===== src/rtl/iot_pkg.sv =====
// ----------------------------------------------------------------------------
// iot_pkg
// Shared types and constants for the interval overlay table.
// ----------------------------------------------------------------------------
`default_nettype none

package iot_pkg;

   localparam int TABLE_DEPTH = 32;
   localparam int HEAP_BITS   = 4;
   localparam int OWNER_BITS  = 16;

   // stored widths: the ports carry 4 heap bits and 16 owner bits
   localparam int HEAP_W = (HEAP_BITS < 4) ? HEAP_BITS : 4;
   localparam int OWN_W  = (OWNER_BITS < 16) ? OWNER_BITS : 16;
   localparam int ADDR_W = 33;
   localparam int IDX_W  = $clog2(TABLE_DEPTH);
   localparam int CNT_W  = $clog2(TABLE_DEPTH + 1);
   localparam int WR_W   = $clog2(TABLE_DEPTH + 3);

   typedef enum logic [1:0] {
      ST_PLACED  = 2'd0,
      ST_STOPPED = 2'd1,
      ST_FULL    = 2'd2,
      ST_CLEARED = 2'd3
   } iot_status_type;

   typedef enum logic [1:0] {
      WS_ENT  = 2'd0,   // current entry as read
      WS_HEAD = 2'd1,   // current entry cut to end at the new start
      WS_TAIL = 2'd2,   // current entry cut to start at the new end
      WS_NEW  = 2'd3    // the new range
   } iot_wsrc_type;

   typedef enum logic [1:0] {
      CM_PLACE = 2'd0,
      CM_STOP  = 2'd1,
      CM_CLEAR = 2'd2
   } iot_commit_type;

   typedef struct packed {
      logic [ADDR_W-1:0] rng_start;
      logic [ADDR_W-1:0] rng_end;
      logic [HEAP_W-1:0] heap;
      logic [OWN_W-1:0]  owner;
   } iot_entry_type;

   typedef struct packed {
      logic           start;
      logic           rd_en;
      logic           wr_en;
      iot_wsrc_type   wr_src;
      logic           push;
      logic           commit;
      iot_commit_type commit_kind;
      logic           out_rd;
      logic           out_next;
   } iot_cmd_type;

   typedef struct packed {
      logic rd_done;
      logic heap_match;
      logic own_match;
      logic b_le_start;
      logic end_le_a;
      logic a_le_start;
      logic end_le_b;
      logic b_lt_end;
      logic out_last;
   } iot_stat_type;

endpackage

`default_nettype wire


===== src/rtl/iot_ctrl.sv =====
// ----------------------------------------------------------------------------
// iot_ctrl
// Sequencer: walks the old table one entry at a time and issues writes of
// the rebuilt table, then commits and hands out the result items.
// ----------------------------------------------------------------------------
`default_nettype none

module iot_ctrl (
   input  logic                  clock,
   input  logic                  reset,
   input  logic                  req_valid,
   input  logic                  req_cmd,
   output logic                  req_ready,
   output logic                  rsp_valid,
   input  logic                  rsp_ready,
   input  iot_pkg::iot_stat_type stat,
   output iot_pkg::iot_cmd_type  cmd
);
   import iot_pkg::*;

   typedef enum logic [8:0] {
      S_IDLE     = 9'b000000001,
      S_FETCH    = 9'b000000010,
      S_EVAL     = 9'b000000100,
      S_W_ENT    = 9'b000001000,
      S_W_NEW    = 9'b000010000,
      S_W_TAIL   = 9'b000100000,
      S_COMMIT   = 9'b001000000,
      S_OUT_RD   = 9'b010000000,
      S_OUT_WAIT = 9'b100000000
   } iot_state_type;

   iot_state_type state_ff, state_in;
   logic clear_ff, clear_in;
   logic walk_ff, walk_in;   // inside the heap's run of entries
   logic rest_ff, rest_in;   // placement settled, copy the remainder
   logic stop_ff, stop_in;
   logic rsp_valid_ff, rsp_valid_in;
   logic walk_now;

   assign req_ready = (state_ff == S_IDLE);
   assign rsp_valid = rsp_valid_ff;
   assign walk_now  = walk_ff | (~rest_ff & stat.heap_match);

   always_comb begin
      state_in     = state_ff;
      clear_in     = clear_ff;
      walk_in      = walk_ff;
      rest_in      = rest_ff;
      stop_in      = stop_ff;
      rsp_valid_in = rsp_valid_ff;
      cmd          = '0;
      cmd.wr_src   = WS_ENT;
      cmd.commit_kind = clear_ff ? CM_CLEAR : (stop_ff ? CM_STOP : CM_PLACE);
      unique case (state_ff)
         S_IDLE: begin
            if (req_valid) begin
               cmd.start = 1'b1;
               clear_in  = req_cmd;
               walk_in   = 1'b0;
               rest_in   = 1'b0;
               stop_in   = 1'b0;
               state_in  = req_cmd ? S_COMMIT : S_FETCH;
            end
         end
         S_FETCH: begin
            if (stat.rd_done) begin
               // heap absent or walk ran off the end: new range goes last
               cmd.wr_en  = ~rest_ff;
               cmd.wr_src = WS_NEW;
               state_in   = S_COMMIT;
            end else begin
               cmd.rd_en = 1'b1;
               state_in  = S_EVAL;
            end
         end
         S_EVAL: begin
            state_in = S_FETCH;
            if (rest_ff || !walk_now) begin
               cmd.wr_en = 1'b1;
            end else begin
               walk_in = 1'b1;
               priority if (stat.own_match) begin
                  cmd.wr_en = 1'b1;
                  rest_in   = 1'b1;
                  stop_in   = 1'b1;
               end else if (!stat.heap_match || stat.b_le_start) begin
                  cmd.wr_en  = 1'b1;
                  cmd.wr_src = WS_NEW;
                  rest_in    = 1'b1;
                  state_in   = S_W_ENT;
               end else if (stat.end_le_a) begin
                  cmd.wr_en = 1'b1;
               end else begin
                  cmd.push = 1'b1;
                  priority if (stat.a_le_start && stat.end_le_b) begin
                     // fully covered: dropped
                  end else if (stat.a_le_start) begin
                     cmd.wr_en  = 1'b1;
                     cmd.wr_src = WS_NEW;
                     rest_in    = 1'b1;
                     state_in   = S_W_TAIL;
                  end else if (stat.b_lt_end) begin
                     // split around the new range
                     cmd.wr_en  = 1'b1;
                     cmd.wr_src = WS_HEAD;
                     rest_in    = 1'b1;
                     state_in   = S_W_NEW;
                  end else begin
                     cmd.wr_en  = 1'b1;
                     cmd.wr_src = WS_HEAD;
                  end
               end
            end
         end
         S_W_ENT: begin
            cmd.wr_en = 1'b1;
            state_in  = S_FETCH;
         end
         S_W_NEW: begin
            cmd.wr_en  = 1'b1;
            cmd.wr_src = WS_NEW;
            state_in   = S_W_TAIL;
         end
         S_W_TAIL: begin
            cmd.wr_en  = 1'b1;
            cmd.wr_src = WS_TAIL;
            state_in   = S_FETCH;
         end
         S_COMMIT: begin
            cmd.commit = 1'b1;
            state_in   = S_OUT_RD;
         end
         S_OUT_RD: begin
            cmd.out_rd   = 1'b1;
            rsp_valid_in = 1'b1;
            state_in     = S_OUT_WAIT;
         end
         S_OUT_WAIT: begin
            if (rsp_ready) begin
               rsp_valid_in = 1'b0;
               if (stat.out_last) begin
                  state_in = S_IDLE;
               end else begin
                  cmd.out_next = 1'b1;
                  state_in     = S_OUT_RD;
               end
            end
         end
         default: begin
            state_in = S_IDLE;
         end
      endcase
   end

   always_ff @(posedge clock) begin
      if (reset) begin
         state_ff     <= S_IDLE;
         clear_ff     <= 1'b0;
         walk_ff      <= 1'b0;
         rest_ff      <= 1'b0;
         stop_ff      <= 1'b0;
         rsp_valid_ff <= 1'b0;
      end else begin
         state_ff     <= state_in;
         clear_ff     <= clear_in;
         walk_ff      <= walk_in;
         rest_ff      <= rest_in;
         stop_ff      <= stop_in;
         rsp_valid_ff <= rsp_valid_in;
      end
   end

endmodule

`default_nettype wire


===== config.mk =====
export PLATFORM = sky130hd
export DESIGN_NAME = iot_ctrl
export DESIGN_NICKNAME = d
export VERILOG_FILES = /design/src/rtl/iot_pkg.sv /design/src/rtl/iot_ctrl.sv
export SDC_FILE = /design/constraint.sdc
export NUM_CORES = 1
export LEC_CHECK = 0
export ABC_AREA = 1
export BUFFER_PORTS_ARGS = -buffer_cell sky130_fd_sc_hd__buf_2
export CORE_MARGIN = 5
export CORE_UTILIZATION = 46
export CTS_CLUSTER_SIZE = 8
export DETAILED_ROUTE_END_ITERATION = 6
export PLACE_DENSITY = 0.74
export SKIP_LAST_GASP = 1
export SLEW_MARGIN = 20
export SYNTH_ARGS = -nofsm -noshare
export SYNTH_HDL_FRONTEND = slang
export SYNTH_SLANG_ARGS = --single-unit
export TNS_END_PERCENT = 100

===== constraint.sdc =====
create_clock -name clock -period 1.3 [get_ports clock]
set_input_delay 0.26 -clock clock [delete_from_list [all_inputs] [get_ports clock]]
set_output_delay 0.26 -clock clock [all_outputs]
set_load 0.01 [all_outputs]

# Yosys cells after proc, flatten, opt, wreduce, memory -nomap -nowiden
# Cells that the tools add are included.
# totals
reg_bits	14
input_bits	14
output_inout_bits	13
elab_cells	99
# classes
n_eq_ne	16
n_mux	59
n_bitwise	3
n_reduce_logical	15
# op_table
op	n
$pmux 9 s8	1
$mux 6	6
$mux 3	11
$mux 1	27
$mux 9	2
$mux 7	2
$eq 9x1->1 const B	1
$eq 9x2->1 const B	1
$eq 9x3->1 const B	1
$eq 9x4->1 const B	1
$eq 9x5->1 const B	1
$eq 9x6->1 const B	1
$eq 9x7->1 const B	1
$eq 9x8->1 const B	1
$eq 9x9->1 const B	1
$mux 8	1
$ne 2x2->1 const B	4
$ne 4x4->1 const B	2
$pmux 1 s2	4
$pmux 2 s4	1
$reduce_and 2->1	3
$reduce_and 6->1	1
$mux 5	1
$ne 5x5->1 const B	1
13 further kinds	17

# Longest topological paths before layout
# depth
word_depth	12
ltp_mapped	10
mapped_depth_nobuf	10

# Least setup slack after synthesis
# No wires, ideal clock.
# synth_path
path_type	register to output
from	reg state_ff[6]
to	out cmd[8] in the netlist's numbering
t_arrival_ns	1.122
t_required_ns	1.040
setup_slack_ns	-0.082
path_stages_with_launch	6
n_path_buf	0
path_cell_list	dfxtp_1 nor2_4 nand2_2 nor2_1 nand3_1 o221ai_1
# synth_rtl
element	line_no	rtl
start: declaration	iot_ctrl.sv:33	iot_state_type state_ff, state_in;
start signal: assignment	iot_ctrl.sv:165	state_ff <= state_in;
end: declaration	iot_ctrl.sv:17	output iot_pkg::iot_cmd_type cmd

==> impl_metrics.py <==
metrics = {
    "finish": {
        "final_cell_mix": "buf_4, buf_2, inv_1",
        "syn_to_final_growth_pct": 83.2,
        "fin_util_pct": 90.2,
        "antenna_cells": 0,
        "nets": 238,
        "drive_gt1_share_pct": 61.0,
        "layout_commonest_cell": "buf_4",
    },
    "floorplanning": {
        "core-area_mm2": 0.00202,
        "io_pins": 27,
        "start_util_pct": 49.3,
        "die-area_mm2": 0.00320,
        "die_h_um": 56.5,
        "rows": 16,
        "fp.dieW_um": 56.5,
    },
    "sta": {
        "tightest_slew_ns": 0.351,
        "setup_ws_ns": -0.659,
        "max_slew_margin_pct": 76.4,
        "period_share_pct": 151,
        "max_freq_mhz": 510,
        "final-hold-violation-count": 0,
        "rsz0062_at_grt": "true",
        "period_minus_slack_ns": 1.96,
        "slew_viol_final": 0,
        "finClkSkew_ns": 0.000732,
        "setup_viol": 24,
    },
    "clocking": {
        "htree_levels": 1,
        "cts_tree": "yes",
        "root_buffer": "clkbuf_4",
        "cts.sinks": 14,
        "clk_pin_slew_worst_paths_ns": 0.10,
        "postCtsHoldBufs": 0,
        "clockBufferDepth": 2,
        "cts_buffers": 3,
        "worstSkewPairLatency_ns": 0.29,
    },
    "detailed_routing": {
        "firstDrtPassIters": 4,
        "finalWirelength_mm": 4.26,
        "antenna_left": 0,
        "drt_iter0_drc": 72,
        "num_vias": 1431,
        "avgViaCountPerCell": 5.72,
        "drc": 0,
        "wire_per_inst_um": 17.0,
    },
    "place": {
        "place_ws_ns": -0.214,
        "portBuffers": 26,
        "gp_congestion": 0.969,
        "dpl.hpwl_mm": 2.24,
    },
    "logic_synthesis": {
        "synth_warnings": 0,
        "syn_inst": 150,
        "ys.flop_type": "dfxtp_1",
        "synth-seq-cells": 14,
        "synth_seq_area_share_pct": 28.1,
        "synth_edf_count": 0,
        "synth_area_um2": 996,
        "synthMuxAreaShare_pct": 0,
        "syn_area_per_cell_um2": 6.64,
        "yosys.area_share.adder_pct": 0,
        "synth-compound-area-share_pct": 9.80,
        "synth_top_family_by_area": "simple AND/OR/NAND/NOR gates",
        "synthArstFlopShare_pct": 0,
        "synth_nets": 164,
        "ys_types": 30,
        "synth_xor_area_share_pct": 0,
        "yosys.area_share.simple_pct": 51.1,
    },
    "outcome": {
        "violations": "setup timing",
        "outcome": "finished, violations left",
    },
    "grt": {
        "grt_pass1_vias": 1285,
        "grt_first_pass_wirelength_mm": 5.33,
        "grtUsageTotal_pct": 20.0,
        "antenna_found_initial": 0,
        "grt_max_degree": 13,
        "gr-total-overflow": 0,
    },
    "pwr": {
        "finalPower_uw": 1770,
        "leakage_uw": 0.000886,
        "ir_drop_v": 0.000972,
        "power_per_cell_area_mw_per_mm2": 969,
    },
    "worst_setup_path": {
        "cp-end-kind": "output port",
        "arrival_ns": 1.70,
        "cp_data_required_time_ns": 1.04,
        "cp-start-kind": "flip-flop",
        "worstSetupPathType": "reg2out",
        "crit_path_max_fanout": 3,
    },
    "job": {
        "drv_cap": 0,
    },
    "hold_path": {
        "hp-class": "in2reg",
    },
}
-- power breakdown --
| group | switching (µW) | internal, µW | total [µW] |
|---|---|---|---|
| clock network | 171 | 171 | 342 |
| logic | 479 | 449 | 928 |
| registers | 36.0 | 463 | 499 |
| total | 686 | 1080 | 1770 |
-- layer usage --
metal / vias up / GRT usage [%] / routed length [µm]
li1: 634 / - / -
met1: 689 / 22.3 / 1640
met2: 90 / 36.8 / 2170
met3: 18 / 3.90 / 319
met4: 0 / 7.46 / 140
met5: - / 0 / 0
-- critical path, stage by stage, from the launching register on --
cell and delay (ns):
dfxtp_2 0.36, nor2_4 0.20, buf_12 0.14, nand2_8 0.06, nor3_4 0.26, inv_2 0.09, o221ai_2 0.14, buf_2 0.16
-- what timing repair did --
action                     4_1_cts  5_1_grt
pin swaps                       17       24
buffers inserted                18       15
setup endpoints to repair       22       24
gates resized for setup         20       48
-- final cells by class --
cell class	count	area (µm²)
Sequential cell	14	292
Fill cell	95	198
Multi-Input combinational cell	108	787
Clock buffer	4	36.3
Tap cell	27	33.8
Timing Repair Buffer	71	571
Inverter	26	105
-- cells in the mapped netlist (2+ instances only) --
master    n  area, µm²
nand2_1  24       90.1
dfxtp_1  14        280
and2_1    2       12.5
o21ai_0   2       10.0
nor2_4    4       45.0
nand2_2   3       18.8
nand4_1   5       31.3
nor3_1    5       25.0
nor3_2    2       20.0
inv_1    22       82.6
a21oi_1   8       40.0
o21ai_1   2       10.0
nand3_1  16       80.1
inv_2     4       15.0
nor2_1   21       78.8
or2_2     2       12.5
-- sequential cells by signal (all words and copies together) (netlist names) --
signal / count
rsp_valid: 1
stop_ff: 1
walk_ff: 1
rest_ff: 1
state_ff: 9
clear_ff: 1
-- cell families after synthesis --
kind of cell	count (synthesis)
flops	14
simple gates	92
compound gates	16
buf+inv	28
-- stage by stage --
step | hold WS, ns | std cells | area [µm²] | setup TNS [ns]
floorplan | 0.338 | 150 | 1030 | -0.0267
detailed placement | 0.463 | 223 | 1350 | -1.77
global placement | 0.441 | 223 | 1350 | -1.18
global route | 0.208 | 250 | 1820 | -10.32
CTS | 0.192 | 243 | 1590 | -6.48
finish | 0.209 | 250 | 1820 | -9.32
-- worst paths after layout --
kind | endpoint | start | depth (start not counted) | slack [ns]
hold / removal | state_ff[2] | stat[8] | 2 | 0.21
setup reg to reg | state_ff[0] | state_ff[5] | 12 | -0.42
hold reg to reg | stop_ff | stop_ff | 2 | 0.47
setup / recovery | cmd[8] | state_ff[5] | 7 | -0.66
Note: power is estimated with default switching activity, not from simulation.
